==> config.mk <==
export PLATFORM = sky130hd
export DESIGN_NAME = cccu_queue
export DESIGN_NICKNAME = d
export VERILOG_FILES = /design/src/hdl/cccu_pkg.sv /design/src/hdl/cccu_queue.sv
export SDC_FILE = /design/constraint.sdc
export NUM_CORES = 1
export LEC_CHECK = 0
export ABC_CLOCK_PERIOD_IN_PS = 990
export BUFFER_PORTS_ARGS = -buffer_cell sky130_fd_sc_hd__buf_2
export CAP_MARGIN = 40
export CORE_MARGIN = 2
export CORE_UTILIZATION = 46
export CTS_BUF_LIST = sky130_fd_sc_hd__clkbuf_8
export CTS_CLUSTER_DIAMETER = 40
export DETAILED_ROUTE_END_ITERATION = 8
export PLACE_DENSITY_LB_ADDON = 0.08
export SYNTH_ARGS = -nofsm -noshare
export SYNTH_HDL_FRONTEND = slang
export SYNTH_SLANG_ARGS = --single-unit
==> constraint.sdc <==
create_clock -name clk -period 0.99 [get_ports clk]
set_input_delay 0.1485 -clock clk [delete_from_list [all_inputs] [get_ports clk]]
set_output_delay 0.1485 -clock clk [all_outputs]
set_load 0.05 [all_outputs]
==> src/hdl/cccu_pkg.sv <==
// Shared widths, queue constants and status types for the cross-correlation unit.
package cccu_pkg;

	localparam int SAMP_W  = 16;
	localparam int PROD_W  = 32;
	localparam int CORR_W  = 32;
	localparam int LAG_W   = 6;
	localparam int Q_DEPTH = 2;
	localparam int Q_CNT_W = $clog2(Q_DEPTH + 1);

	typedef struct packed {
		logic full;
		logic empty;
	} q_stat_t;

endpackage

==> src/hdl/cccu_queue.sv <==
// Two-entry job queue between the loader and the correlation engine.
module cccu_queue #(
	parameter int W = 7
) (
	input  logic             clk,
	input  logic             arst_n,
	input  logic             push,
	input  logic [W-1:0]     push_data,
	input  logic             pop,
	output logic [W-1:0]     head,
	output cccu_pkg::q_stat_t stat
);
	import cccu_pkg::*;

	logic [W-1:0]       entry_q [0:Q_DEPTH-1];
	logic               wr_ptr_q;
	logic               rd_ptr_q;
	logic [Q_CNT_W-1:0] count_q;

	// store the pushed job
	always_ff @(posedge clk) begin
		if (push) begin
			entry_q[wr_ptr_q] <= push_data;
		end
	end

	// advance pointers and occupancy
	always_ff @(posedge clk or negedge arst_n) begin
		if (!arst_n) begin
			wr_ptr_q <= 1'b0;
			rd_ptr_q <= 1'b0;
			count_q  <= '0;
		end else begin
			if (push) begin
				wr_ptr_q <= ~wr_ptr_q;
			end
			if (pop) begin
				rd_ptr_q <= ~rd_ptr_q;
			end
			case ({push, pop})
				2'b10:   count_q <= count_q + Q_CNT_W'(1);
				2'b01:   count_q <= count_q - Q_CNT_W'(1);
				default: count_q <= count_q;
			endcase
		end
	end

	assign head       = entry_q[rd_ptr_q];
	assign stat.full  = (count_q == Q_CNT_W'(Q_DEPTH));
	assign stat.empty = (count_q == '0);

endmodule

==> flow_metrics.py, run 1 <==
metrics = {
    "timing": {
        "fin_worst_skew_ns": 0.000362,
        "period_minus_slack_ns": 1.40,
        "tns_ns": -3.23,
        "hold_viol": 0,
        "max_slew.worst_pin.slew_ns": 0.244,
        "fmax_mhz": 715,
        "worst_slack_ns": -0.408,
        "slew_headroom": 0.837,
        "setup_viol": 10,
        "finalCritPeriodShare": 1.41,
        "rsz0062_at_grt": "yes",
        "drv_slew": 0,
    },
    "run_status": {
        "violations": "setup timing",
        "outcome": "finished with violations",
    },
    "critical_path": {
        "cp_data_arrival_time_ns": 1.25,
        "slowest_delay_ns": 0.51,
        "r2r_cells": 4,
        "r2r_start": "count_q[0]",
        "cp_cell_sequence": "mux2_4 -> buf_6",
        "cp-startpoint": "rd_ptr_q",
        "crit_type": "flip-flop to primary output",
        "cp_top_family": "flip-flops",
        "critical_path_required_ns": 0.84,
        "cp.depth": 2,
        "slowest_stage": "dfrtp_2",
        "worst-path-buf-inv": 1,
        "endpoint_kind": "primary output",
        "crit_path_end": "head[1]",
        "startpoint_type": "flip-flop",
        "cp_max_fo": 8,
        "r2r_slack_ns": -0.06,
        "worstReg2RegEnd": "count_q[1]",
    },
    "layout": {
        "diodes": 0,
        "fillers": 81,
        "final_cells": 85,
        "layout-drive-gt1-share": 0.657,
        "syn2layout_area_growth_pct": 51.3,
        "num-nets-final": 83,
    },
    "synth": {
        "yosys.area.top_type_share": 0.609,
        "syn-num-nets": 50,
        "yosysUniqueCellTypes": 11,
        "syn_inst": 38,
        "yosysTopAreaCell": "edfxtp_1",
        "synth.area.top_cells": "edfxtp_1 (61%), dfrtp_1 (14%), mux2_2 (11%)",
        "ys_seq_area_frac": 0.754,
        "syn_avg_cell_area_um2": 18.2,
        "syn-cell-area_um2": 691,
        "ys_warn_count": 0,
        "synth_seq_cells": 18,
    },
    "clocking": {
        "cts_tree": "built",
        "cts_max_path_buffers": 2,
        "cts_sinks": 18,
        "numCtsBuffers": 3,
        "htree_levels": 1,
        "cts_root_buf": "clkbuf_8",
        "insertion_delay_ns": 0.25,
        "clkTransAtPathRegs_ns": 0.06,
    },
    "global_routing": {
        "grt_first_pass_wirelength_um": 1960,
        "grt-ovfl-total": 0,
        "antenna_found_initial": 0,
        "grt_pass1_vias": 466,
        "track_usage": 0.164,
        "grt_max_degree": 11,
    },
    "floorplan": {
        "chipWidth_um": 42.8,
        "io_pins": 20,
        "rows": 13,
        "start_util": 0.512,
        "fp.dieArea_mm2": 0.00183,
        "die-height_um": 42.8,
        "core_mm2": 0.00135,
    },
    "routing": {
        "routed-via-count": 417,
        "wl_per_cell_um": 14.3,
        "drc": 0,
        "via_per_inst": 4.91,
        "antenna_left": 0,
        "first_pass_iters": 2,
        "routed_wl_um": 1210,
        "drt_iter0_drc": 7,
    },
    "pwr": {
        "pwr_density_cell_mw_per_mm2": 3430,
        "clock_power_share": 0.164,
        "switching_share": 0.373,
        "power_leakage_nw": 0.460,
        "share_comb_of_total_power": 0.498,
        "power_switching_mw": 1.34,
        "intPower_mw": 2.25,
        "p_seq_frac": 0.338,
        "ir_drop_v": 0.00201,
    },
    "worst_hold_path": {
        "hold_start": "push_data[5]",
        "hp-class": "primary input to flip-flop",
    },
    "place": {
        "io_buffers": 19,
        "finalWeightedCongestion": 0.676,
        "placed_cells": 77,
    },
    "run": {
        "maxCapViolCount": 0,
    },
}
-- kinds of logic (layout without fill, tap and decap cells) --
group                    Yosys count  in the layout  share of synthesized area
XOR/XNOR                           5              5                     0.0634
adder cells (fa/ha/maj)            1              1                     0.0181
buffers and inverters              2             34                     0.0127
flip-flops                        18             18                      0.754
multiplexers                       7              7                      0.114
AND/OR/NAND/NOR                    5              5                     0.0381
-- stage by stage --
stage	cell area, um2	util	setup slack (ns)	power (mW)	hold WS (ns)
5_1_grt	1040	0.774	-0.461	3.75	0.0738
3_5_place_dp	876	0.649	-0.306	2.60	-0.0440
3_3_place_gp	876	0.649	-0.284	2.55	-0.0496
6_report	1040	0.774	-0.408	3.58	0.0811
2_1_floorplan	728	-	-0.0288	2.27	-0.147
4_1_cts	1030	0.763	-0.417	3.54	0.0780
-- synthesized netlist by cell type --
cell type / count
edfxtp_1: 14
mux2_2: 7
dfrtp_1: 4
nor2_1: 3
xor2_1: 3
xnor2_1: 2
and2_1: 1
and2b_2: 1
buf_2: 1
ha_1: 1
inv_1: 1
-- area by class of cell --
type / count / area (um2) / area share
inverter: 1 / 3.75 / 0.00359
tap: 15 / 18.8 / 0.0180
clock buffer: 4 / 55.1 / 0.0527
sequential: 18 / 522 / 0.499
multi-input combinational: 18 / 205 / 0.196
timing repair buffer: 29 / 240 / 0.230
-- how the worst min path moves through the flow --
stage                                to  slack, ns  depth (start not counted)
final                     entry_q[1][5]       0.08                          1
after global routing      entry_q[0][1]       0.07                          1
after CTS                 entry_q[1][6]       0.08                          1
after detailed placement     count_q[1]      -0.04                          1
after global placement         rd_ptr_q      -0.05                          1
after floorplan              count_q[0]      -0.15                          0
-- power by group through the flow --
stage	clock network [mW]	registers (mW)	logic, mW
floorplan	0	1.13	1.13
detailed placement	0	1.24	1.37
global route	0.644	1.24	1.87
global placement	0	1.21	1.33
finish	0.588	1.21	1.79
CTS	0.593	1.21	1.74
-- repair_timing --
action / in CTS / in global routing
hold buffers: 1 / 0
pin swaps: 5 / 3
setup endpoints to repair: 16 / 22
resized for setup: 23 / 2
setup buffers: 2 / 1
endpoints found under the hold margin: 4 / 0
-- layer usage --
layer | wire length (um) | GRT usage | up-vias
li1 | - | - | 200
met1 | 408 | 0.134 | 199
met2 | 694 | 0.294 | 14
met3 | 79 | 0.0809 | 4
met4 | 31 | 0.113 | 0
met5 | 0 | 0 | -
-- sequential cells by signal, indices dropped and copies added (netlist names) --
name	cells
entry_q	14
wr_ptr_q	1
rd_ptr_q	1
count_q	2
-- layout by cell type (no fill, tap or decap) --
| cell | n |
|---|---|
| mux2_4 | 7 |
| xnor2_2 | 1 |
| edfxtp_1 | 14 |
| inv_1 | 1 |
| xor2_1 | 3 |
| xnor2_1 | 1 |
| dfrtp_1 | 3 |
| buf_4 | 6 |
| ha_1 | 1 |
| and2b_2 | 1 |
| nor2_2 | 3 |
| buf_2 | 10 |
| buf_6 | 12 |
| dlygate4sd3_1 | 1 |
| and2_4 | 1 |
| dfrtp_2 | 1 |
| clkbuf_8 | 4 |
Power figures use the tool's default switching activity.
==> run 2: changes to the inputs <==
ABC_AREA = 1   (was not set)
CORE_UTILIZATION = 47   (was 46)
PLACE_DENSITY = 0.76   (was not set)
PLACE_DENSITY_LB_ADDON = not set   (was 0.08)
==> run 2 against run 1 <==
Compared with the run above:
- the run still ends with setup timing left
- design area is 15% higher
- maximum frequency is 0.97% lower
- power is 18% higher
- routed wire length is 46% higher
- final cell count is 36% higher
- critical path depth is 2 higher
- first-iteration DRC count is 29% lower
- non-clock buffer count is 8 higher
- critical endpoint is now head[3]
- largest power group unchanged
==> flow_metrics.py, run 2 <==
metrics = {
    "pwr": {
        "ir_drop_v": 0.00263,
        "pwr_density_cell_mw_per_mm2": 3510,
        "fin_total_pwr_mw": 4.22,
        "power_leakage_nw": 0.542,
    },
    "synth": {
        "yosysMostFrequentCell": "edfxtp_1",
        "syn_avg_cell_area_um2": 12.0,
        "synth_seq_cells": 18,
        "syn_inst": 60,
        "syn-num-nets": 72,
        "yosys.area.top_type_share": 0.582,
        "synth-main-ff-cell": "edfxtp_1",
        "yosysUniqueCellTypes": 12,
        "yosysTopAreaCell": "edfxtp_1",
        "synth-edff-count": 14,
        "syn-cell-area_um2": 722,
        "ys_seq_area_frac": 0.721,
        "synth.area.top_cells": "edfxtp_1 (58%), dfrtp_1 (14%), inv_1 (6.8%)",
        "yosys-top-cells-count": "edfxtp_1 (14), inv_1 (13), nand2_1 (12)",
        "ys_async_sr_fraction": 0.222,
        "ys_warn_count": 0,
    },
    "place": {
        "hpwl_um": 1000,
        "place_area_um2": 986,
        "io_buffers": 19,
        "finalWeightedCongestion": 0.673,
    },
    "layout": {
        "reg_top3": "entry_q: 14 flops, count_q: 2 flops",
        "diodes": 0,
        "syn2layout_area_growth_pct": 66.6,
        "num-nets-final": 113,
        "largest_register_ffs": 14,
        "stdcell_area_mm2": 0.00120,
        "final_cell_mix": "edfxtp_1 (14), buf_6 (14), inv_1 (11), buf_2 (11), buf_4 (9)",
        "layout-drive-gt1-share": 0.610,
        "largest_register": "entry_q",
    },
    "worst_hold_path": {
        "hp-class": "primary input to flip-flop",
    },
    "routing": {
        "routed_wl_um": 1770,
        "drc": 0,
        "drt_iter0_drc": 5,
        "antenna_left": 0,
        "wl_met2_um": 972,
        "wl_per_cell_um": 15.2,
        "routed-via-count": 550,
        "highest_layer": "met4",
        "wl_met1_um": 679,
        "via_per_inst": 4.74,
        "wl_met3_um": 70,
        "first_pass_iters": 4,
    },
    "clocking": {
        "clkTransAtPathRegs_ns": 0.07,
        "cts_sinks": 18,
        "htree_levels": 1,
        "insertion_delay_ns": 0.26,
        "numCtsBuffers": 3,
        "cts_tree": "built",
        "cts_root_buf": "clkbuf_8",
        "cts_max_path_buffers": 2,
    },
    "global_routing": {
        "grt_max_degree": 11,
        "grt_pass1_vias": 557,
        "grt_first_pass_wirelength_um": 2610,
        "grt-ovfl-total": 0,
        "antenna_found_initial": 0,
        "track_usage": 0.206,
    },
    "timing": {
        "slew_headroom": 0.895,
        "fmax_mhz": 709,
        "whs_ns": 0.0823,
        "fin_worst_skew_ns": 0.000938,
        "setup_viol": 11,
        "drv_slew": 0,
        "finalCritPeriodShare": 1.43,
        "worst_slack_ns": -0.421,
        "period_minus_slack_ns": 1.41,
        "rsz0062_at_grt": "yes",
        "max_slew.worst_pin.slew_ns": 0.158,
        "hold_viol": 0,
    },
    "critical_path": {
        "slowest_delay_ns": 0.43,
        "cp_max_fo": 8,
        "slowest_stage": "dfrtp_2",
        "critical_path_required_ns": 0.84,
        "cp_top_family": "flip-flops",
        "crit_type": "flip-flop to primary output",
        "cp_common_cell": "buf_6",
        "startpoint_type": "flip-flop",
        "endpoint_kind": "primary output",
        "worst-path-buf-inv": 3,
        "cp_data_arrival_time_ns": 1.26,
        "cp_cell_sequence": "buf_12 -> buf_6 -> o21ai_4 -> buf_6",
    },
    "floorplan": {
        "die-height_um": 43.2,
        "rows": 14,
        "chipWidth_um": 43.2,
        "core_mm2": 0.00147,
        "fp.dieArea_mm2": 0.00187,
        "io_pins": 20,
        "start_util": 0.491,
    },
    "run_status": {
        "violations": "setup timing",
        "outcome": "finished with violations",
    },
    "run": {
        "maxCapViolCount": 0,
    },
}
[run 2: changes by cell type after synthesis, sizes merged, moves of 7 or more]
cell | before | now
o21ai | 0 | 7
mux2 | 7 | 0
nand2 | 0 | 12
inv | 1 | 13
[run 2: stage by stage]
step / setup WS (ns) / std cells / utilization / TNS [ns]
4_1_cts: -0.407 / 114 / 0.774 / -2.80
3_5_place_dp: -0.240 / 105 / 0.670 / -1.29
6_report: -0.421 / 116 / 0.817 / -2.97
3_3_place_gp: -0.211 / 105 / 0.670 / -1.14
5_1_grt: -0.450 / 116 / 0.817 / -3.44
2_1_floorplan: -0.0998 / 60 / - / -0.587
[run 2: path summary, 6_finish.rpt]
kind	startpoint	end	slack, ns	cells after the start
setup / recovery	rd_ptr_q	head[3]	-0.42	4
hold / removal	push_data[3]	entry_q[0][3]	0.08	1
setup reg to reg	rd_ptr_q	rd_ptr_q	-0.02	3
hold reg to reg	count_q[1]	count_q[1]	0.57	2
max in group asynchronous	arst_n	count_q[1]	0.64	2
min in group asynchronous	arst_n	wr_ptr_q	0.22	2
[run 2: repair_timing]
item                       CTS  global route
pin swaps                    2             6
cloned                       0             0
buffers inserted             4             2
hold buffers                 1             0
setup endpoints to repair   16            26
hold endpoints to repair     4             0
resized for setup           20            16
[run 2: area by class of cell]
type | count | area, um2
flip-flops and latches | 18 | 526
well taps | 16 | 20.0
clock buffers | 3 | 41.3
inverters | 13 | 48.8
fillers | 79 | 269
repair buffers | 37 | 325
multi-input cells | 28 | 238
clock inverters | 1 | 3.75
[run 2: power breakdown]
part,switching [mW],internal (mW)
registers,0.177,1.05
logic,1.40,1.08
clock network,0.247,0.276
total,1.82,2.40
[run 2: cell families after synthesis]
group,share of synthesized area
flip-flops,0.721
buffers and inverters,0.0832
AO/OA/AOI/OAI,0.0485
XOR/XNOR,0.0364
AND/OR/NAND/NOR,0.0936
adder cells (fa/ha/maj),0.0173
[run 2: metal layers]
metal | GRT usage | vias up
met5 | 0 | -
met3 | 0.0809 | 4
met2 | 0.361 | 16
met1 | 0.229 | 259
li1 | - | 271
met4 | 0.0545 | 0
