==> config.mk <==
export PLATFORM = sky130hd
export DESIGN_NAME = cccu_div
export DESIGN_NICKNAME = d
export VERILOG_FILES = /design/src/hdl/cccu_pkg.sv /design/src/hdl/cccu_div.sv
export SDC_FILE = /design/constraint.sdc
export NUM_CORES = 1
export LEC_CHECK = 0
export BUFFER_PORTS_ARGS = -buffer_cell sky130_fd_sc_hd__buf_2
export CAP_MARGIN = 20
export CORE_MARGIN = 2
export CORE_UTILIZATION = 45
export DETAILED_ROUTE_END_ITERATION = 6
export GPL_TIMING_DRIVEN = 0
export PLACE_DENSITY_LB_ADDON = 0.25
export SYNTH_ARGS = -nofsm -noshare
export SYNTH_HDL_FRONTEND = slang
export SYNTH_SLANG_ARGS = --single-unit
==> constraint.sdc <==
create_clock -name clk -period 2.8 [get_ports clk]
set_clock_uncertainty 0.15 [all_clocks]
set_input_delay 0.56 -clock clk [delete_from_list [all_inputs] [get_ports clk]]
set_output_delay 0.56 -clock clk [all_outputs]
set_load 0.01 [all_outputs]
==> src/hdl/cccu_pkg.sv <==
// Shared widths, queue constants and status types for the cross-correlation unit.
package cccu_pkg;

	localparam int SAMP_W  = 16;
	localparam int PROD_W  = 32;
	localparam int CORR_W  = 32;
	localparam int LAG_W   = 6;
	localparam int Q_DEPTH = 2;
	localparam int Q_CNT_W = $clog2(Q_DEPTH + 1);

	typedef struct packed {
		logic full;
		logic empty;
	} q_stat_t;

endpackage

==> src/hdl/cccu_div.sv <==
// Sequential signed divider: lag sum over window length, truncated toward zero.
module cccu_div #(
	parameter int MAX_LEN = 64,
	parameter int IDX_W   = $clog2(MAX_LEN),
	parameter int CNT_W   = $clog2(MAX_LEN + 1),
	parameter int ACC_W   = 32 + IDX_W
) (
	input  logic                         clk,
	input  logic                         arst_n,
	input  logic                         go,
	input  logic signed [ACC_W-1:0]      sum,
	input  logic [CNT_W-1:0]             len,
	input  logic [IDX_W-1:0]             lag_in,
	input  logic                         last_in,
	output logic                         div_busy,
	output logic                         strobe,
	output logic [cccu_pkg::LAG_W-1:0]   lag,
	output logic [cccu_pkg::CORR_W-1:0]  correlation,
	output logic                         last_lag
);
	import cccu_pkg::*;

	localparam int MAG_W  = ACC_W - 1;
	localparam int STEP_W = $clog2(MAG_W + 1);

	logic [STEP_W-1:0] cnt_q;
	logic              neg_q;
	logic [MAG_W-1:0]  quo_q;
	logic [CNT_W-1:0]  rem_q;
	logic [CNT_W-1:0]  den_q;
	logic [IDX_W-1:0]  lag_q;
	logic              lastl_q;
	logic              strobe_q;
	logic [CORR_W-1:0] corr_q;
	logic [LAG_W-1:0]  lag_out_q;
	logic              last_out_q;

	logic [MAG_W-1:0]  mag;
	logic [CNT_W:0]    shifted;
	logic [CNT_W:0]    diff;
	logic              ge;
	logic [CNT_W-1:0]  rem_nx;
	logic [MAG_W-1:0]  quo_nx;
	logic [MAG_W-1:0]  quo_sgn;
	logic              final_step;

	// magnitude of the dividend
	assign mag = sum[ACC_W-1] ? MAG_W'(-sum) : MAG_W'(sum);

	// one restoring step per cycle
	assign shifted    = {rem_q, quo_q[MAG_W-1]};
	assign diff       = shifted - {1'b0, den_q};
	assign ge         = (shifted >= {1'b0, den_q});
	assign rem_nx     = ge ? diff[CNT_W-1:0] : shifted[CNT_W-1:0];
	assign quo_nx     = {quo_q[MAG_W-2:0], ge};
	assign quo_sgn    = neg_q ? (~quo_nx + MAG_W'(1)) : quo_nx;
	assign final_step = (cnt_q == STEP_W'(1));

	// step counter and result strobe
	always_ff @(posedge clk or negedge arst_n) begin
		if (!arst_n) begin
			cnt_q    <= '0;
			strobe_q <= 1'b0;
		end else begin
			strobe_q <= (cnt_q != '0) && final_step;
			if (go) begin
				cnt_q <= STEP_W'(MAG_W);
			end else if (cnt_q != '0) begin
				cnt_q <= cnt_q - STEP_W'(1);
			end
		end
	end

	// load operands, iterate, hold the finished value
	always_ff @(posedge clk) begin
		if (go) begin
			neg_q   <= sum[ACC_W-1];
			quo_q   <= mag;
			rem_q   <= '0;
			den_q   <= len;
			lag_q   <= lag_in;
			lastl_q <= last_in;
		end else if (cnt_q != '0) begin
			quo_q <= quo_nx;
			rem_q <= rem_nx;
		end
		if ((cnt_q != '0) && final_step) begin
			corr_q     <= quo_sgn[CORR_W-1:0];
			lag_out_q  <= LAG_W'(lag_q);
			last_out_q <= lastl_q;
		end
	end

	assign div_busy    = (cnt_q != '0);
	assign strobe      = strobe_q;
	assign correlation = corr_q;
	assign lag         = lag_out_q;
	assign last_lag    = last_out_q;

endmodule

==> results of run 1 <==
-- where the power goes --
part / internal, mW / switching (mW) / leakage [nW]
logic: 0.408 / 0.522 / 1.38
registers: 1.88 / 0.130 / 1.03
clock network: 0.794 / 0.601 / 0.157
total: 3.08 / 1.25 / 2.56
-- registers in the layout, summed over array words and instances (netlist names) --
| register | count |
|---|---|
| lag | 6 |
| neg_q | 1 |
| quo_q | 37 |
| lastl_q | 1 |
| rem_q | 7 |
| correlation | 32 |
| last_lag | 1 |
| strobe | 1 |
| den_q | 7 |
| lag_q | 6 |
| cnt_q | 6 |
-- metrics by stage --
stage	power [mW]	cells
finish	4.33	805
global route	4.53	805
CTS	4.26	802
detailed placement	2.83	787
global placement	2.80	787
floorplan	2.55	520
-- per-layer routing --
metal / GRT usage (%) / vias up / wire (µm)
met5: 0 / - / 0
met4: 7.30 / 0 / 172
met3: 3.89 / 16 / 701
met2: 34.7 / 147 / 6890
met1: 28.4 / 2236 / 6410
li1: - / 2203 / -
-- final timing paths --
path                       startpoint              end  slack, ns  depth (start not counted)
max reg2reg                 quo_q[36]  correlation[24]       0.10                         11
max                         quo_q[36]  correlation[24]       0.10                         11
min reg2reg                  lag_q[5]           lag[5]       0.27                          0
max in group asynchronous      arst_n         cnt_q[4]       1.92                          2
min in group asynchronous      arst_n         cnt_q[5]       0.41                          2
min                         lag_in[2]         lag_q[2]       0.23                          1
-- Yosys cell counts, drive strengths merged, types with 5 or more instances --
library cell   n  area (µm²)
a211o         10        91.3
a211oi         5        37.5
a21oi         30         150
a22oi          5        37.5
buf           10        67.6
clkbuf        13        48.8
dfrtp          7         175
dfxtp          7         140
edfxtp        91        2730
ha            11         138
inv           23        86.3
nand2         26        97.6
nand3         23         115
nand4         11        68.8
nor2          53         199
nor3          13        65.1
nor4          12        96.3
o21ai         19        95.1
o31ai         22         165
o41ai         10        87.6
or3            8        51.3
or4            6        52.6
xnor2         35         307
xor2          18         158
-- cells by family (layout without fill, tap and decap cells) --
family                   after synthesis  count (layout)
AO/OA/AOI/OAI                        124             124
XOR/XNOR                              53              53
adder cells (fa/ha/maj)               12              12
buffers and inverters                 48             161
flip-flops                           105             105
multiplexers                           3               3
AND/OR/NAND/NOR                      175             175
-- layout make-up --
class                   count  area share [%]
plain buffers              21            1.70
clock buffers               9            3.25
clock inverters             7            1.48
inverters                  24            1.37
multi-input cells         367            37.6
flip-flops and latches    105            44.0
well taps                 172            3.11
repair buffers            100            7.44
-- timing repair --
item	in CTS	in global routing
pin swaps	2	5
resized for setup	15	18
hold buffers	1	0
setup endpoints to repair	92	51
setup buffers	1	3
hold endpoints to repair	7	0
==> results.cfg, run 1 <==
[run_status]
outcome = completed

[detailed_routing]
vias = 4602
post_drt_wl_per_cell_um = 17.6
via_per_inst = 5.72
postRouteAntennaNets = 0
drc = 0
dr.pass1.iters = 4
drt_wl_total_um = 14200
drtIter0Drc = 347

[logic_synthesis]
synth_top_family_by_area = simple AND/OR/NAND/NOR gates
synth_compound_area_share_pct = 15.2
synth_xor_area_share_pct = 8.16
postSynthCellCount = 520
netlist_area_mm2 = 0.00569
synth-main-ff-cell = edfxtp_1
yosysWarnings = 0
syn_nets = 587
synth-edff-count = 91
synthAdderAreaFrac_pct = 2.77
muxShareOfSynthArea_pct = 0.528
ys_seq_area_share_pct = 53.6
ys_async_sr_fraction_pct = 6.67
syn_area_per_cell_um2 = 10.9
yosys.area_share.simple_pct = 16.0
yosysUniqueCellTypes = 59
synth_seq_cells = 105

[timing]
finalSetupTns_ns = 0
setup_slack_ns = 0.101
hold_ws_ns = 0.228
slew_viol_final = 0
rsz0062_at_grt = true
setup_viol = 0
fin_crit_sh_pct = 96.4
worst_slew_margin_rel_pct = 35.9
worstMarginPinSlew_ns = 0.954
max_freq_ghz = 0.371
finalHoldViolCount = 0
finalCriticalPeriod_ns = 2.70

[cts]
cts_buffer_depth = 2
cts_num_sinks = 105
clk_pin_slew_ns = 0.07
cts-root-buf = clkbuf_16
clk_latency_ns = 0.35
cts_tree = built
cts-buffers-inserted = 9
htreeDepth = 3

[die]
core_area_mm2 = 0.0125
core.rowCount = 41
die_h_um = 116
fp.dieW_um = 116
initial_core_util_pct = 45.7
ios = 96
die-area_mm2 = 0.0136

[worst_setup_path]
cp_max_fo = 8
cpMaxStageDelayCell = edfxtp_1
crit_chain = inv_2 -> ha_2 -> fa_2 -> nand2b_4 -> a211oi_1 -> or3_4 -> inv_6 -> ha_4 -> nand3_4 -> o41ai_4 -> xnor2_1
start_kind = register
crit_buf_inv = 2
path_class = register to register
cp_top_family = simple AND/OR/NAND/NOR gates
endpoint_kind = register
cp_data_arrival_time_ns = 2.64
critPathRequiredTime_ns = 2.74
cpPeakStageDelay_ns = 0.38

[grt]
track_usage_pct = 21.2
grt_pass1_vias = 4311
grt_pass1_wl_um = 21900
grt_max_degree = 41
antenna_found_initial = 0
grt_overflow = 0

[layout]
final_area_mm2 = 0.00693
seq_area_mm2 = 0.00305
layout_common_cells = 101 x buf_2, 91 x edfxtp_1, 53 x nor2_1
antenna_cells = 0
drive_above_1_share_pct = 25.8
syn_to_final_growth_pct = 21.7
fin_util_pct = 55.6
final_common_cell = buf_2
fillers = 1099
multi_input_area_mm2 = 0.00261
nets = 695

[placed_design]
gp_congestion = 0.869
dpl.hpwl_um = 10000
portBuffers = 95
postPlaceCellArea_mm2 = 0.00639
pre_cts_ws_ns = -0.578

[pwr]
leakagePower_nw = 2.56
power.density_mw_per_mm2 = 625
ir_drop_mv = 0.274

[worst_hold_path]
hold_class = input pin to register

[flow_run]
cap_violations = 0
(Power assumes the default switching activity.)
==> run 2: changes to the inputs <==
--- a/config.mk
+++ b/config.mk
@@ -5,10 +5,11 @@
 export SDC_FILE = /design/constraint.sdc
 export NUM_CORES = 1
 export LEC_CHECK = 0
+export ABC_AREA = 1
 export BUFFER_PORTS_ARGS = -buffer_cell sky130_fd_sc_hd__buf_2
 export CAP_MARGIN = 20
 export CORE_MARGIN = 2
-export CORE_UTILIZATION = 45
+export CORE_UTILIZATION = 25
 export DETAILED_ROUTE_END_ITERATION = 6
 export GPL_TIMING_DRIVEN = 0
 export PLACE_DENSITY_LB_ADDON = 0.25
==> results.cfg, run 2 <==
[grt]
grt_overflow = 0
grt_max_degree = 42
antenna_found_initial = 8
track_usage_pct = 13.8
grt_pass1_vias = 5070
grt_pass1_wl_um = 27300

[logic_synthesis]
ys_top_cells_by_area = edfxtp_1 45%, nand2_1 12%, nand3_1 6.6%
synth_seq_cells = 105
synthMostInstantiatedCell = nand2_1
netlist_top_cells_count = 197 x nand2_1, 91 x edfxtp_1, 89 x inv_1
ys_seq_area_share_pct = 49.8
syn_area_per_cell_um2 = 8.28
yosysWarnings = 0
yosysUniqueCellTypes = 37
synth-edff-count = 91
postSynthCellCount = 739
synth-main-ff-cell = edfxtp_1
netlist_area_mm2 = 0.00612
netlist.area_leader.share_pct = 44.7
synth_area_leader_cell = edfxtp_1
ys_async_sr_fraction_pct = 6.67
syn_nets = 806

[run_status]
outcome = completed

[placed_design]
portBuffers = 95
gp_congestion = 0.878
place_inst = 1161
postPlaceCellArea_mm2 = 0.00705
dpl.hpwl_um = 13400

[die]
die_h_um = 160
fp.dieW_um = 160
ios = 96
die-area_mm2 = 0.0257
core_area_mm2 = 0.0242
core.rowCount = 57
initial_core_util_pct = 25.3

[worst_setup_path]
endpoint_kind = register
start_kind = register
path_class = register to register
cp_data_arrival_time_ns = 2.63
cp_max_fo = 3
critPathRequiredTime_ns = 2.76

[pwr]
leakagePower_nw = 3.26
ir_drop_mv = 0.278
power.density_mw_per_mm2 = 621
total_power_mw = 4.65

[detailed_routing]
drt_wl_total_um = 17300
dr.pass1.iters = 4
drtIter0Drc = 351
drc = 0
vias = 5136
via_per_inst = 4.32
post_drt_wl_per_cell_um = 14.6
postRouteAntennaNets = 0

[timing]
slew_viol_final = 0
finalHoldViolCount = 0
worstMarginPinSlew_ns = 0.645
setup_viol = 0
finalCriticalPeriod_ns = 2.66
worst_slew_margin_rel_pct = 56.8
max_freq_ghz = 0.376
fin_crit_sh_pct = 95.1

[layout]
final_common_cell = nand2_1
largest-register = quo_q
syn_to_final_growth_pct = 22.4
largest_register_ffs = 37
layout_common_cells = 194 x nand2_1, 98 x buf_2, 91 x edfxtp_1
finalNonFillerCells = 1189
final_area_mm2 = 0.00749
drive_above_1_share_pct = 17.8
nets = 921

[cts]
cts_num_sinks = 105
clk_latency_ns = 0.36
htreeDepth = 3
cts-buffers-inserted = 9
clk_pin_slew_ns = 0.08
cts_buffer_depth = 2
cts_tree = built
cts-root-buf = clkbuf_16

[worst_hold_path]
hold_class = input pin to register

[flow_run]
cap_violations = 0
-- run 2: changes by cell type after synthesis, moves of 10 or more --
cell     change
nand2_1    +171
inv_1       +66
nand3_1     +58
o21ai_0     +28
xnor2_1     -27
a21oi_1     -26
nor2_1      +22
o31ai_1     -21
xor2_1      +18
o41ai_1     -10
-- run 2: worst paths after layout --
check / cells after the start / to / slack, ns / startpoint
max reg2reg: 17 / correlation[24] / 0.14 / quo_q[36]
min in group asynchronous: 2 / cnt_q[5] / 0.41 / arst_n
max: 17 / correlation[24] / 0.14 / quo_q[36]
max in group asynchronous: 2 / cnt_q[1] / 1.92 / arst_n
min reg2reg: 0 / lag[4] / 0.27 / lag_q[4]
min: 1 / lastl_q / 0.22 / last_in
-- run 2: cells by family after synthesis --
family / Yosys count / share of synthesized area (%)
compound gates: 73 / 6.62
xor+xnor: 44 / 6.30
fa+ha+maj: 12 / 2.58
buf+inv: 109 / 6.81
flops: 105 / 49.8
simple gates: 396 / 27.9
-- run 2: metrics by stage --
stage               util [%]  setup WS [ns]  setup TNS [ns]  hold WS [ns]
finish                  31.0          0.137               0         0.225
global route            31.0       -0.00396        -0.00396         0.205
CTS                     30.8        0.00616               0         0.210
detailed placement      29.2         -0.294          -10.30         0.255
global placement        29.0         -0.762          -55.30         0.251
floorplan                  -          0.209               0         0.114
-- run 2: report_power, final --
group | internal, mW | switching (mW) | total [mW]
Combinational | 0.470 | 0.787 | 1.26
Clock | 0.702 | 0.619 | 1.32
Sequential | 1.93 | 0.140 | 2.07
Total | 3.10 | 1.55 | 4.65
-- run 2: final cells by class --
| cell class | instances | area, µm² |
|---|---|---|
| antenna | 6 | 15.0 |
| multi-input combinational | 525 | 2750 |
| buffer | 17 | 71.3 |
| clock inverter | 7 | 73.8 |
| clock buffer | 9 | 225 |
| inverter | 92 | 348 |
| fill | 2595 | 16700 |
| sequential | 105 | 3050 |
| timing repair buffer | 104 | 557 |
| tap | 324 | 405 |
-- run 2: worst max-delay path, cell delays in order, from the launching register on --
cell and delay (ns):
edfxtp_1 0.44, inv_2 0.10, ha_4 0.13, fa_2 0.20
inv_1 0.04, nand2_1 0.06, nand2_2 0.06, nand3_2 0.10
nand2_4 0.07, nor2_8 0.12, ha_4 0.16, nand2_4 0.08
nor2_4 0.14, nand2_2 0.08, nor2_4 0.13, nand3_2 0.11
o21ai_2 0.15, xor2_1 0.09
-- run 2: layer usage --
| metal | routed length, µm | vias up | GRT usage (%) |
|---|---|---|---|
| met5 | 27 | - | 0 |
| met1 | 7620 | 2325 | 16.6 |
| met4 | 350 | 4 | 4.75 |
| met2 | 8520 | 97 | 23.7 |
| met3 | 830 | 23 | 3.54 |
| li1 | - | 2687 | - |
-- run 2: repair_timing --
action                     4_1_cts  5_1_grt
hold buffers                     1        0
pin swaps                        7        9
hold endpoints to repair         7        0
resized for setup               13        8
setup buffers                    3        2
setup endpoints to repair        8       48
