$ cat src/hdl/cccu_pkg.sv
// Shared widths, queue constants and status types for the cross-correlation unit.
package cccu_pkg;

	localparam int SAMP_W  = 16;
	localparam int PROD_W  = 32;
	localparam int CORR_W  = 32;
	localparam int LAG_W   = 6;
	localparam int Q_DEPTH = 2;
	localparam int Q_CNT_W = $clog2(Q_DEPTH + 1);

	typedef struct packed {
		logic full;
		logic empty;
	} q_stat_t;

endpackage

$ cat src/hdl/cccu_front.sv
// Loader: takes sample transfers, fills the free bank and queues finished windows.
module cccu_front #(
	parameter int MAX_LEN = 64,
	parameter int IDX_W   = $clog2(MAX_LEN),
	parameter int CNT_W   = $clog2(MAX_LEN + 1)
) (
	input  logic                         clk,
	input  logic                         arst_n,
	input  logic                         start,
	input  logic [cccu_pkg::SAMP_W-1:0]  series_a,
	input  logic [cccu_pkg::SAMP_W-1:0]  series_b,
	input  logic                         last_sample,
	input  cccu_pkg::q_stat_t            q_stat,
	output logic                         busy,
	output logic                         wr_en,
	output logic [IDX_W:0]               wr_addr,
	output logic [cccu_pkg::SAMP_W-1:0]  wr_a,
	output logic [cccu_pkg::SAMP_W-1:0]  wr_b,
	output logic                         push,
	output logic [IDX_W:0]               push_data
);
	import cccu_pkg::*;

	logic             wbank_q;
	logic [CNT_W-1:0] cnt_q;
	logic             accept;
	logic             room;
	logic [IDX_W-1:0] n_m1;

	// both banks held by queued jobs: refuse transfers
	assign busy   = q_stat.full;
	assign accept = start && !q_stat.full;
	assign room   = (cnt_q < CNT_W'(MAX_LEN));

	// write the pair while the window has room
	assign wr_en   = accept && room;
	assign wr_addr = {wbank_q, cnt_q[IDX_W-1:0]};
	assign wr_a    = series_a;
	assign wr_b    = series_b;

	// window length minus one, capped at the store depth
	assign n_m1      = room ? cnt_q[IDX_W-1:0] : IDX_W'(MAX_LEN - 1);
	assign push      = accept && last_sample;
	assign push_data = {wbank_q, n_m1};

	// advance fill count, swap bank when a window closes
	always_ff @(posedge clk or negedge arst_n) begin
		if (!arst_n) begin
			wbank_q <= 1'b0;
			cnt_q   <= '0;
		end else if (accept) begin
			if (last_sample) begin
				cnt_q   <= '0;
				wbank_q <= ~wbank_q;
			end else if (room) begin
				cnt_q <= cnt_q + CNT_W'(1);
			end
		end
	end

endmodule

$ cat config.mk
export PLATFORM = sky130hd
export DESIGN_NAME = cccu_front
export DESIGN_NICKNAME = d
export VERILOG_FILES = /design/src/hdl/cccu_pkg.sv /design/src/hdl/cccu_front.sv
export SDC_FILE = /design/constraint.sdc
export NUM_CORES = 1
export LEC_CHECK = 0
export BUFFER_PORTS_ARGS = -buffer_cell sky130_fd_sc_hd__buf_2
export CAP_MARGIN = 15
export CORE_MARGIN = 10
export CORE_UTILIZATION = 36
export DETAILED_ROUTE_END_ITERATION = 16
export HOLD_SLACK_MARGIN = 0.1
export MAX_ROUTING_LAYER = met4
export PLACE_DENSITY = 0.86
export SETUP_SLACK_MARGIN = 0.3
export SLEW_MARGIN = 10
export SYNTH_ARGS = -nofsm -noshare
export SYNTH_HDL_FRONTEND = slang
export SYNTH_SLANG_ARGS = --single-unit
$ cat constraint.sdc
create_clock -name clk -period 4.6 [get_ports clk]
set_clock_uncertainty 0.2 [all_clocks]
set_input_delay 0.69 -clock clk [delete_from_list [all_inputs] [get_ports clk]]
set_output_delay 0.69 -clock clk [all_outputs]
set_load 0.05 [all_outputs]
==> impl_metrics.tcl, run 1 <==
set metrics [dict create \
    status "completed" \
    synth.avg_cell_area_um2 8.574 \
    cp-start-kind "primary input" \
    cp_common_cell "buf_2" \
    fin_tns_setup_ps 0 \
    synthToLayoutAreaGrowth_pct -18.08 \
    powerDensity_nw_per_um2 479.1 \
    drt.antenna.violating_nets 0 \
    dpl_cell_area_um2 585.6 \
    leakagePower_nw 0.3461 \
    total_power_uw 296.1 \
    coreArea_um2 1982 \
    via_per_inst 4.606 \
    port_buffers 21 \
    worstPathRequired_ps 3710 \
    drt_iter0_markers 5 \
    cts_max_level 1 \
    grt_max_degree 11 \
    overflow 0 \
    yosys.cell_types.count 23 \
    cts_setup_buffers 0 \
    clkSlewWorstSetupHoldPaths_ps 50 \
    p_clk_frac 0.175 \
    p_seq_frac 0.334 \
    antenna_found_initial 0 \
    end_kind "primary output" \
    swShare 0.5077 \
    num_antenna_cells 0 \
    worstPathCellList "buf_2 -> or3b_4 -> inv_1 -> buf_2" \
    relSlewSlack 0.8225 \
    maxCapViolCount 0 \
    crit_fanout 5 \
    netlist_area_um2 754.5 \
    fin_cells 99 \
    cp_top_family "buffers and inverters" \
    final-hold-violation-count 0 \
    first_pass_iters 4 \
    tightest_slew_ps 266.3 \
    drv_slew 0 \
    clk_path_buf_depth 2 \
    nets 113 \
    clock_sinks 8 \
    ios 87 \
    fmax_mhz 403.2 \
    p_int_uw 145.8 \
    die-area_um2 4327 \
    syn_inst 88 \
    slowest_delay_ps 400 \
    die_x_um 65.78 \
    num_vias 456 \
    routed_wl_mm 1.530 \
    fin_area_um2 618.1 \
    criticalPathCategory "in2out" \
    finalCritPeriodShare 0.5392 \
    crit_path_top_delay_cell "or3b_4" \
    critPathBufInv 3 \
    place_inst 95 \
    start_util 0.3807 \
    yosys_warnings 0 \
    arrival_ps 1590 \
    ctsResizeCount 0 \
    drive_above_1_share 0.4444 \
    final.min_clock_period_ps 2480 \
    grt_pass1_wl_mm 2.242 \
    core.rowCount 16 \
    combinationalPowerShare 0.491 \
    ys_ff_latch 8 \
    grt_pass1_vias 457 \
    grt_use_total 0.07034 \
    clk_latency_ps 250 \
    switchingPower_uw 150.3 \
    dp_hpwl_mm 1.252 \
    hp-class "reg2reg" \
    ir_drop_uv 134.7 \
    syn_nets 127 \
    setup_viol 0 \
    drc 0 \
    place.gp.congestion 0.8518 \
    cts-root-buf "clkbuf_4" \
    cts_tree "yes" \
    dieHeight_um 65.78 \
    numCtsBuffers 3 \
    ys_seq_area_frac 0.2653 \
    rsz0062_at_grt "no" \
    wl_per_cell_um 15.45 \
]
-- registers in the layout, summed over array words and instances, names as in the netlist --
register,flops
wbank_q,1
cnt_q,7
-- power by group through the flow --
stage | Clock, mW | Sequential, mW | Combinational [mW]
floorplan | 0 | 0.0962 | 0.213
global placement | 0 | 0.0995 | 0.145
detailed placement | 0 | 0.100 | 0.147
CTS | 0.0538 | 0.0992 | 0.148
global route | 0.0597 | 0.102 | 0.154
finish | 0.0517 | 0.0990 | 0.145
-- logic make-up (layout without fill, tap and decap cells) --
logic type	Yosys count	in the layout	share of synthesized area
compound gates	10	10	0.08956
xor+xnor	2	2	0.02322
buf+inv	45	29	0.4279
flops	8	8	0.2653
fa+ha+maj	1	1	0.01658
simple gates	21	21	0.1642
mux	1	1	0.01327
-- metrics by stage --
stage / hold slack (ps) / worst slack [ps] / util
floorplan: 194.4 / 2297 / -
global route: 330.5 / 2086 / 0.3119
global placement: 286.3 / 2145 / 0.2955
finish: 295.6 / 2120 / 0.3119
detailed placement: 290.6 / 2124 / 0.2955
CTS: 303.0 / 2118 / 0.3119
-- cells in the final DEF (no fill, tap or decap) --
cell type,instances
inv_1,4
a22oi_1,1
nand3_1,2
nand2b_1,1
a311oi_1,1
a21oi_1,2
nand3b_1,1
ha_1,1
or2_2,5
dlygate4sd3_1,1
dfrtp_1,8
xnor2_1,2
nand2_1,5
or3_2,1
o31a_1,1
buf_2,21
or3b_4,1
a41o_1,1
o31ai_1,1
clkbuf_4,3
and4bb_2,1
or4_1,1
o21ai_0,3
nor2_1,3
mux2i_1,1
-- path summary, 6_finish.rpt --
kind | start | to | slack, ps | depth (start not counted)
worst max register to register | cnt_q[6] | cnt_q[5] | 2740 | 3
max in group asynchronous | arst_n | cnt_q[2] | 3420 | 2
min in group asynchronous | arst_n | cnt_q[5] | 610 | 2
worst min-delay path | wbank_q | wbank_q | 300 | 1
worst max-delay path | q_stat[1] | wr_en | 2120 | 4
worst min register to register | wbank_q | wbank_q | 300 | 1
-- layout make-up --
type / count / area [um2]
flip-flops and latches: 8 / 200.2
inverters: 4 / 15.01
multi-input cells: 35 / 231.5
well taps: 27 / 33.78
clock buffers: 3 / 22.52
repair buffers: 22 / 115.1
fillers: 208 / 1364
-- cells in the mapped netlist --
master	number	area, um2
o31a_1	1	8.760
a21oi_1	2	10.01
nand3_1	2	10.01
nor2_1	3	11.26
inv_1	4	15.01
a41o_1	1	10.01
or3b_4	1	11.26
nand3b_1	1	7.510
ha_1	1	12.51
or4_1	1	7.510
o21ai_0	3	15.01
xnor2_1	2	17.52
nand2_1	5	18.77
nand2b_1	1	6.260
or3_2	1	7.510
o31ai_1	1	7.510
a22oi_1	1	7.510
dfrtp_1	8	200.2
a311oi_1	1	8.760
buf_4	41	307.8
or2_2	5	31.28
mux2i_1	1	10.01
and4bb_2	1	12.51
-- worst register-to-register path, delay by kind of cell, from the launching register on --
kind               cells  cell delay, ps
AOI/OAI and AO/OA      1             150
DFF                    1             470
and+or+nand+nor        2             970
-- per-layer routing --
layer / up-vias / GRT usage / share of wire
met5: - / - / 0
met4: 0 / 0.06417 / 0.018
met3: 8 / 0.05763 / 0.20
met2: 33 / 0.08816 / 0.41
met1: 199 / 0.06557 / 0.37
li1: 216 / - / -
-- repair_timing --
item                                   4_1_cts  5_1_grt
endpoints found under the hold margin        8        0
setup endpoints to repair                    0        0
hold buffers                                 1        0
Note: power is estimated with default switching activity, not from simulation.
==> inputs of run 2 (changes only) <==
--- a/config.mk
+++ b/config.mk
@@ -5,14 +5,15 @@
 export SDC_FILE = /design/constraint.sdc
 export NUM_CORES = 1
 export LEC_CHECK = 0
+export ABC_AREA = 1
 export BUFFER_PORTS_ARGS = -buffer_cell sky130_fd_sc_hd__buf_2
 export CAP_MARGIN = 15
 export CORE_MARGIN = 10
-export CORE_UTILIZATION = 36
+export CORE_UTILIZATION = 33
 export DETAILED_ROUTE_END_ITERATION = 16
 export HOLD_SLACK_MARGIN = 0.1
 export MAX_ROUTING_LAYER = met4
-export PLACE_DENSITY = 0.86
+export PLACE_DENSITY = 0.79
 export SETUP_SLACK_MARGIN = 0.3
 export SLEW_MARGIN = 10
 export SYNTH_ARGS = -nofsm -noshare
==> constraint.sdc (replaced) <==
create_clock -name clk -period 2.5 [get_ports clk]
set_clock_uncertainty 0.2 [all_clocks]
set_input_delay 0.375 -clock clk [delete_from_list [all_inputs] [get_ports clk]]
set_output_delay 0.375 -clock clk [all_outputs]
set_load 0.05 [all_outputs]
==> run 2 against run 1 <==
Net effect:
- hold slack worse by 14 ps
- sequential share of layout area down 0.89 points
- first-iteration DRC count rose to 5.2 times the previous value
- clock power up 100%
- largest power group unchanged
- cell area up 2.8%
==> impl_metrics.tcl, run 2 <==
set metrics [dict create \
    final_common_cell "buf_2" \
    start_util 0.3484 \
    fmax_mhz 554.2 \
    largest_register_ffs 7 \
    clkSlewWorstSetupHoldPaths_ps 60 \
    cp_top_family "flip-flops" \
    first_pass_iters 4 \
    maxCapViolCount 0 \
    fin_tns_setup_ps 0 \
    cts_setup_buffers 0 \
    cp-start-kind "flip-flop" \
    powerDensity_nw_per_um2 797.8 \
    grt_pass1_wl_mm 2.208 \
    clk_latency_ps 260 \
    wl_per_cell_um 13.69 \
    yosys_warnings 0 \
    tightest_slew_ps 260.1 \
    synthTopCellsByArea "buf_4 (40%), dfrtp_1 (26%), nand2_1 (5.4%)" \
    combinationalPowerShare 0.464 \
    relSlewSlack 0.8259 \
    critPathBufInv 1 \
    grt_use_total 0.06741 \
    grt_pass1_vias 461 \
    yosysTopAreaCellShare 0.3994 \
    ys_top_cells_by_count "buf_4 (41), nand2_1 (11), inv_1 (9)" \
    p_clk_frac 0.207 \
    antenna_found_initial 0 \
    drive_above_1_share 0.3810 \
    syn_nets 139 \
    dpl_cell_area_um2 603.1 \
    status "completed" \
    drt.antenna.violating_nets 0 \
    final-hold-violation-count 0 \
    leakagePower_nw 0.3840 \
    dp_hpwl_mm 1.217 \
    core.rowCount 17 \
    reg2reg_to "cnt_q[2]" \
    end_kind "primary output" \
    synthArstFlopShare 1.000 \
    r2r_cells 4 \
    port_buffers 21 \
    cp.depth 2 \
    die_x_um 68.33 \
    setup_viol 0 \
    syn_inst 100 \
    ys_seq_area_frac 0.2597 \
    cts_tree "yes" \
    criticalPathCategory "reg2out" \
    swShare 0.5052 \
    r2r_setup_slack_ps 1100 \
    final_core_util 0.2873 \
    worstPathCellList "nor2_1 -> buf_2" \
    setup_ws_ps 695.7 \
    crit_fanout 4 \
    netlist_area_um2 770.7 \
    fin_area_um2 635.6 \
    numCtsBuffers 3 \
    nets 125 \
    fin_cells 112 \
    finalCritPeriodShare 0.7217 \
    total_power_uw 507.1 \
    ir_drop_uv 284.6 \
    largestRegisters "cnt_q x7, wbank_q x1" \
    slowest_delay_ps 400 \
    worstPathRequired_ps 1920 \
    place_ws_ps 751.9 \
    hp-class "in2async" \
    overflow 0 \
    cts-root-buf "clkbuf_4" \
    synth_edf_count 0 \
    num_vias 510 \
    rsz0062_at_grt "no" \
    top_register "cnt_q" \
    drc 0 \
    final_cell_mix "buf_2 (21), nand2_1 (11), inv_1 (9), nand3_1 (8), dfrtp_1 (8)" \
    die-area_um2 4668 \
    grt_max_degree 9 \
    final.min_clock_period_ps 1804 \
    switchingPower_uw 256.2 \
    clock_sinks 8 \
    synth_ff_type "dfrtp_1" \
    yosys.cell_types.count 15 \
    reg2reg_from "cnt_q[0]" \
    ys_ff_latch 8 \
    whs_ps 281.2 \
    synth.avg_cell_area_um2 7.707 \
    ios 87 \
    drv_slew 0 \
    synthToLayoutAreaGrowth_pct -17.53 \
    via_per_inst 4.554 \
    drt_iter0_markers 26 \
    coreArea_um2 2212 \
    clk_path_buf_depth 2 \
    crit_path_top_delay_cell "dfrtp_1" \
    postCtsHoldBufs 1 \
    routed_wl_mm 1.533 \
    post-synth-top-area-cell "buf_4" \
    arrival_ps 1230 \
    cts_max_level 1 \
    p_int_uw 250.9 \
    p_seq_frac 0.329 \
    place.gp.congestion 0.8582 \
    num_antenna_cells 0 \
    place_inst 108 \
    ctsResizeCount 0 \
    yosysMostFrequentCell "buf_4" \
    dieHeight_um 68.33 \
]
run 2: cell types whose count changed in the layout (fill, tap and decap cells not counted), moves of 2 or more:
cell / before / now
nand2_1: 5 / 11
nand3_1: 2 / 8
inv_1: 4 / 9
nor2_1: 3 / 6
nor2_4: 0 / 3
or2_2: 5 / 3
xnor2_1: 2 / 0
run 2: cell families after synthesis:
logic type / synth area share
AO/OA/AOI/OAI: 0.03895
XOR/XNOR: 0.01137
adder cells (fa/ha/maj): 0.01623
buffers and inverters: 0.4481
flip-flops: 0.2597
AND/OR/NAND/NOR: 0.2257
run 2: layout make-up:
class	instances	area, um2
clock buffers	3	22.52
flip-flops and latches	8	200.2
multi-input cells	41	225.2
repair buffers	22	115.1
fillers	246	1577
inverters	10	37.54
well taps	28	35.03
run 2: worst max path at each step:
stage | endpoint | start | slack, ps
4_1_cts | wr_en | cnt_q[6] | 700
5_1_grt | wr_en | cnt_q[6] | 640
2_1_floorplan | cnt_q[3] | q_stat[1] | 660
3_3_place_gp | wr_en | q_stat[1] | 760
6_report | wr_en | cnt_q[6] | 700
3_5_place_dp | wr_en | q_stat[1] | 750
run 2: power groups by stage:
stage          sequential, mW  combinational (mW)  clock (mW)
2_1_floorplan           0.165               0.357           0
3_3_place_gp            0.168               0.236           0
3_5_place_dp            0.169               0.238           0
4_1_cts                 0.167               0.239       0.104
5_1_grt                 0.171               0.250       0.115
6_report                0.167               0.235       0.105
run 2: routing by layer:
metal	up-vias	part of all wire	GRT usage
met5	-	0	-
met4	0	0.035	0.05025
met3	13	0.20	0.04568
met2	46	0.45	0.09884
met1	213	0.32	0.06105
li1	238	-	-
run 2: worst register-to-register path, stage by stage, from the launching register on:
cell	delay (ps)
dfrtp_1	410
ha_1	240
or2_2	280
nand4_1	90
o21ai_0	70
==> inputs of run 3 (changes only) <==
--- a/config.mk
+++ b/config.mk
@@ -9,11 +9,11 @@
 export BUFFER_PORTS_ARGS = -buffer_cell sky130_fd_sc_hd__buf_2
 export CAP_MARGIN = 15
 export CORE_MARGIN = 10
-export CORE_UTILIZATION = 33
+export CORE_UTILIZATION = 30
 export DETAILED_ROUTE_END_ITERATION = 16
 export HOLD_SLACK_MARGIN = 0.1
 export MAX_ROUTING_LAYER = met4
-export PLACE_DENSITY = 0.79
+export PLACE_DENSITY = 0.75
 export SETUP_SLACK_MARGIN = 0.3
 export SLEW_MARGIN = 10
 export SYNTH_ARGS = -nofsm -noshare
==> constraint.sdc (replaced) <==
create_clock -name clk -period 1.5 [get_ports clk]
set_clock_uncertainty 0.2 [all_clocks]
set_input_delay 0.225 -clock clk [delete_from_list [all_inputs] [get_ports clk]]
set_output_delay 0.225 -clock clk [all_outputs]
set_load 0.05 [all_outputs]
==> run 3 against run 2 <==
Net effect:
- routed wire length grew 27%
- worst setup slack got worse by 750 ps
- global-route usage increased by 1.1 points
- hold slack worse by 170 ps
- clock power rose by 70%
- largest cell class is now non-clock buffers
- non-clock buffer count up 20
- sequential cell count is the same
- combinational power rose to 2.7 times the previous value
- utilization up 15 points
- critical endpoint is now push_data[5]
- the run now ends with setup timing left
==> impl_metrics.tcl, run 3 (synthesis results as in run 2) <==
set metrics [dict create \
    die-area_um2 4996 \
    swShare 0.4459 \
    relSlewSlack 0.8341 \
    final_core_util 0.4358 \
    worstPathRequired_ps 1070 \
    dpl_cell_area_um2 628.1 \
    port_buffers 21 \
    die_x_um 70.69 \
    num_vias 578 \
    ir_drop_uv 530.8 \
    p_clk_frac 0.162 \
    top_register "cnt_q" \
    r2r_cells 8 \
    dieHeight_um 70.69 \
    ios 87 \
    drt_iter0_markers 6 \
    maxCapViolCount 0 \
    final.min_clock_period_ps 1556 \
    overflow 0 \
    whs_ps 108.7 \
    finalCritPeriodShare 1.037 \
    routed_wl_mm 1.954 \
    clk_latency_ps 260 \
    drt.antenna.violating_nets 0 \
    criticalPathCategory "reg2out" \
    end_kind "primary output" \
    core.rowCount 18 \
    tightest_slew_ps 250.5 \
    status "finished with violations" \
    coreArea_um2 2455 \
    drc 0 \
    fin_tns_setup_ps -180.0 \
    powerDensity_nw_per_um2 1029 \
    largest_register_ffs 7 \
    wl_per_cell_um 14.58 \
    setup_ws_ps -56.09 \
    arrival_ps 1130 \
    switchingPower_uw 490.7 \
    combinationalPowerShare 0.574 \
    numCtsBuffers 3 \
    cts_max_level 1 \
    cts_tree "yes" \
    clk_path_buf_depth 2 \
    antenna_found_initial 0 \
    synthToLayoutAreaGrowth_pct 38.80 \
    via_per_inst 4.313 \
    setup_viol 4 \
    hold-path-cell-count 4 \
    grt_pass1_wl_mm 3.132 \
    grt_max_degree 9 \
    cp-start-kind "flip-flop" \
    fmax_mhz 642.6 \
    nets 145 \
    num_antenna_cells 0 \
    rsz0062_at_grt "yes" \
    place.gp.congestion 0.8225 \
    violations "setup timing" \
    fin_area_um2 1070 \
    start_util 0.3140 \
    hp-class "in2reg" \
    final_cell_mix "buf_8 (14), buf_6 (13), buf_4 (10), nand2_1 (6)" \
    grt_pass1_vias 657 \
    place_inst 111 \
    crit_fanout 4 \
    largestRegisters "cnt_q x7, wbank_q x1" \
    drive_above_1_share 0.7212 \
    dp_hpwl_mm 1.241 \
    fin_cells 134 \
    leakagePower_nw 0.5166 \
    p_seq_frac 0.264 \
    drv_slew 0 \
    first_pass_iters 4 \
    nFillCells 232 \
    p_int_uw 609.8 \
    grt_use_total 0.07808 \
    final-hold-violation-count 0 \
    final_common_cell "buf_8" \
    cts-root-buf "clkbuf_4" \
    clkSlewWorstSetupHoldPaths_ps 60 \
    clock_sinks 8 \
]
[run 3: final cells by class]
cell class / count / area [um2] / share of cell area
sequential: 8 / 206.4 / 0.1930
clock buffer: 3 / 22.52 / 0.02105
multi-input combinational: 41 / 301.5 / 0.2819
timing repair buffer: 42 / 461.7 / 0.4316
tap: 30 / 37.54 / 0.03509
inverter: 10 / 40.04 / 0.03743
[run 3: metal layers]
layer  GRT usage  up-vias  wire (um)
li1            -      279          -
met3     0.03347       10        170
met5           -        -          0
met2      0.1217       29       1008
met1     0.07746      260        742
met4     0.05376        0         33
[run 3: metrics by stage]
stage,setup slack (ps),total power [mW]
after floorplan,225.6,0.8786
after global placement,154.2,0.6820
after detailed placement,145.3,0.6876
after CTS,-47.07,1.049
after global routing,-107.0,1.159
final,-56.09,1.100
[run 3: path summary, 6_finish.rpt]
path                       slack [ps]   startpoint      endpoint
max in group asynchronous         740       arst_n      cnt_q[4]
min in group asynchronous         160       arst_n      cnt_q[1]
min                               110  last_sample      cnt_q[0]
max reg2reg                       -40     cnt_q[6]      cnt_q[5]
min reg2reg                       430      wbank_q       wbank_q
max                               -60     cnt_q[6]  push_data[5]
[run 3: power groups by stage]
stage / clock [mW] / combinational [mW] / sequential [mW]
after floorplan: 0 / 0.603 / 0.276
after global placement: 0 / 0.401 / 0.281
after detailed placement: 0 / 0.405 / 0.283
after CTS: 0.180 / 0.581 / 0.287
after global routing: 0.196 / 0.668 / 0.295
final: 0.179 / 0.632 / 0.290
[run 3: what timing repair did]
action	4_1_cts	5_1_grt
hold buffers	1	0
buffers inserted	9	10
endpoints found under the setup margin	22	23
pin swaps	12	7
gates resized for setup	65	17
hold endpoints to repair	8	0
[run 3: critical path: stages (launching register included)]
cell and delay, ps:
dfrtp_2 470, or2_4 250, buf_8 150
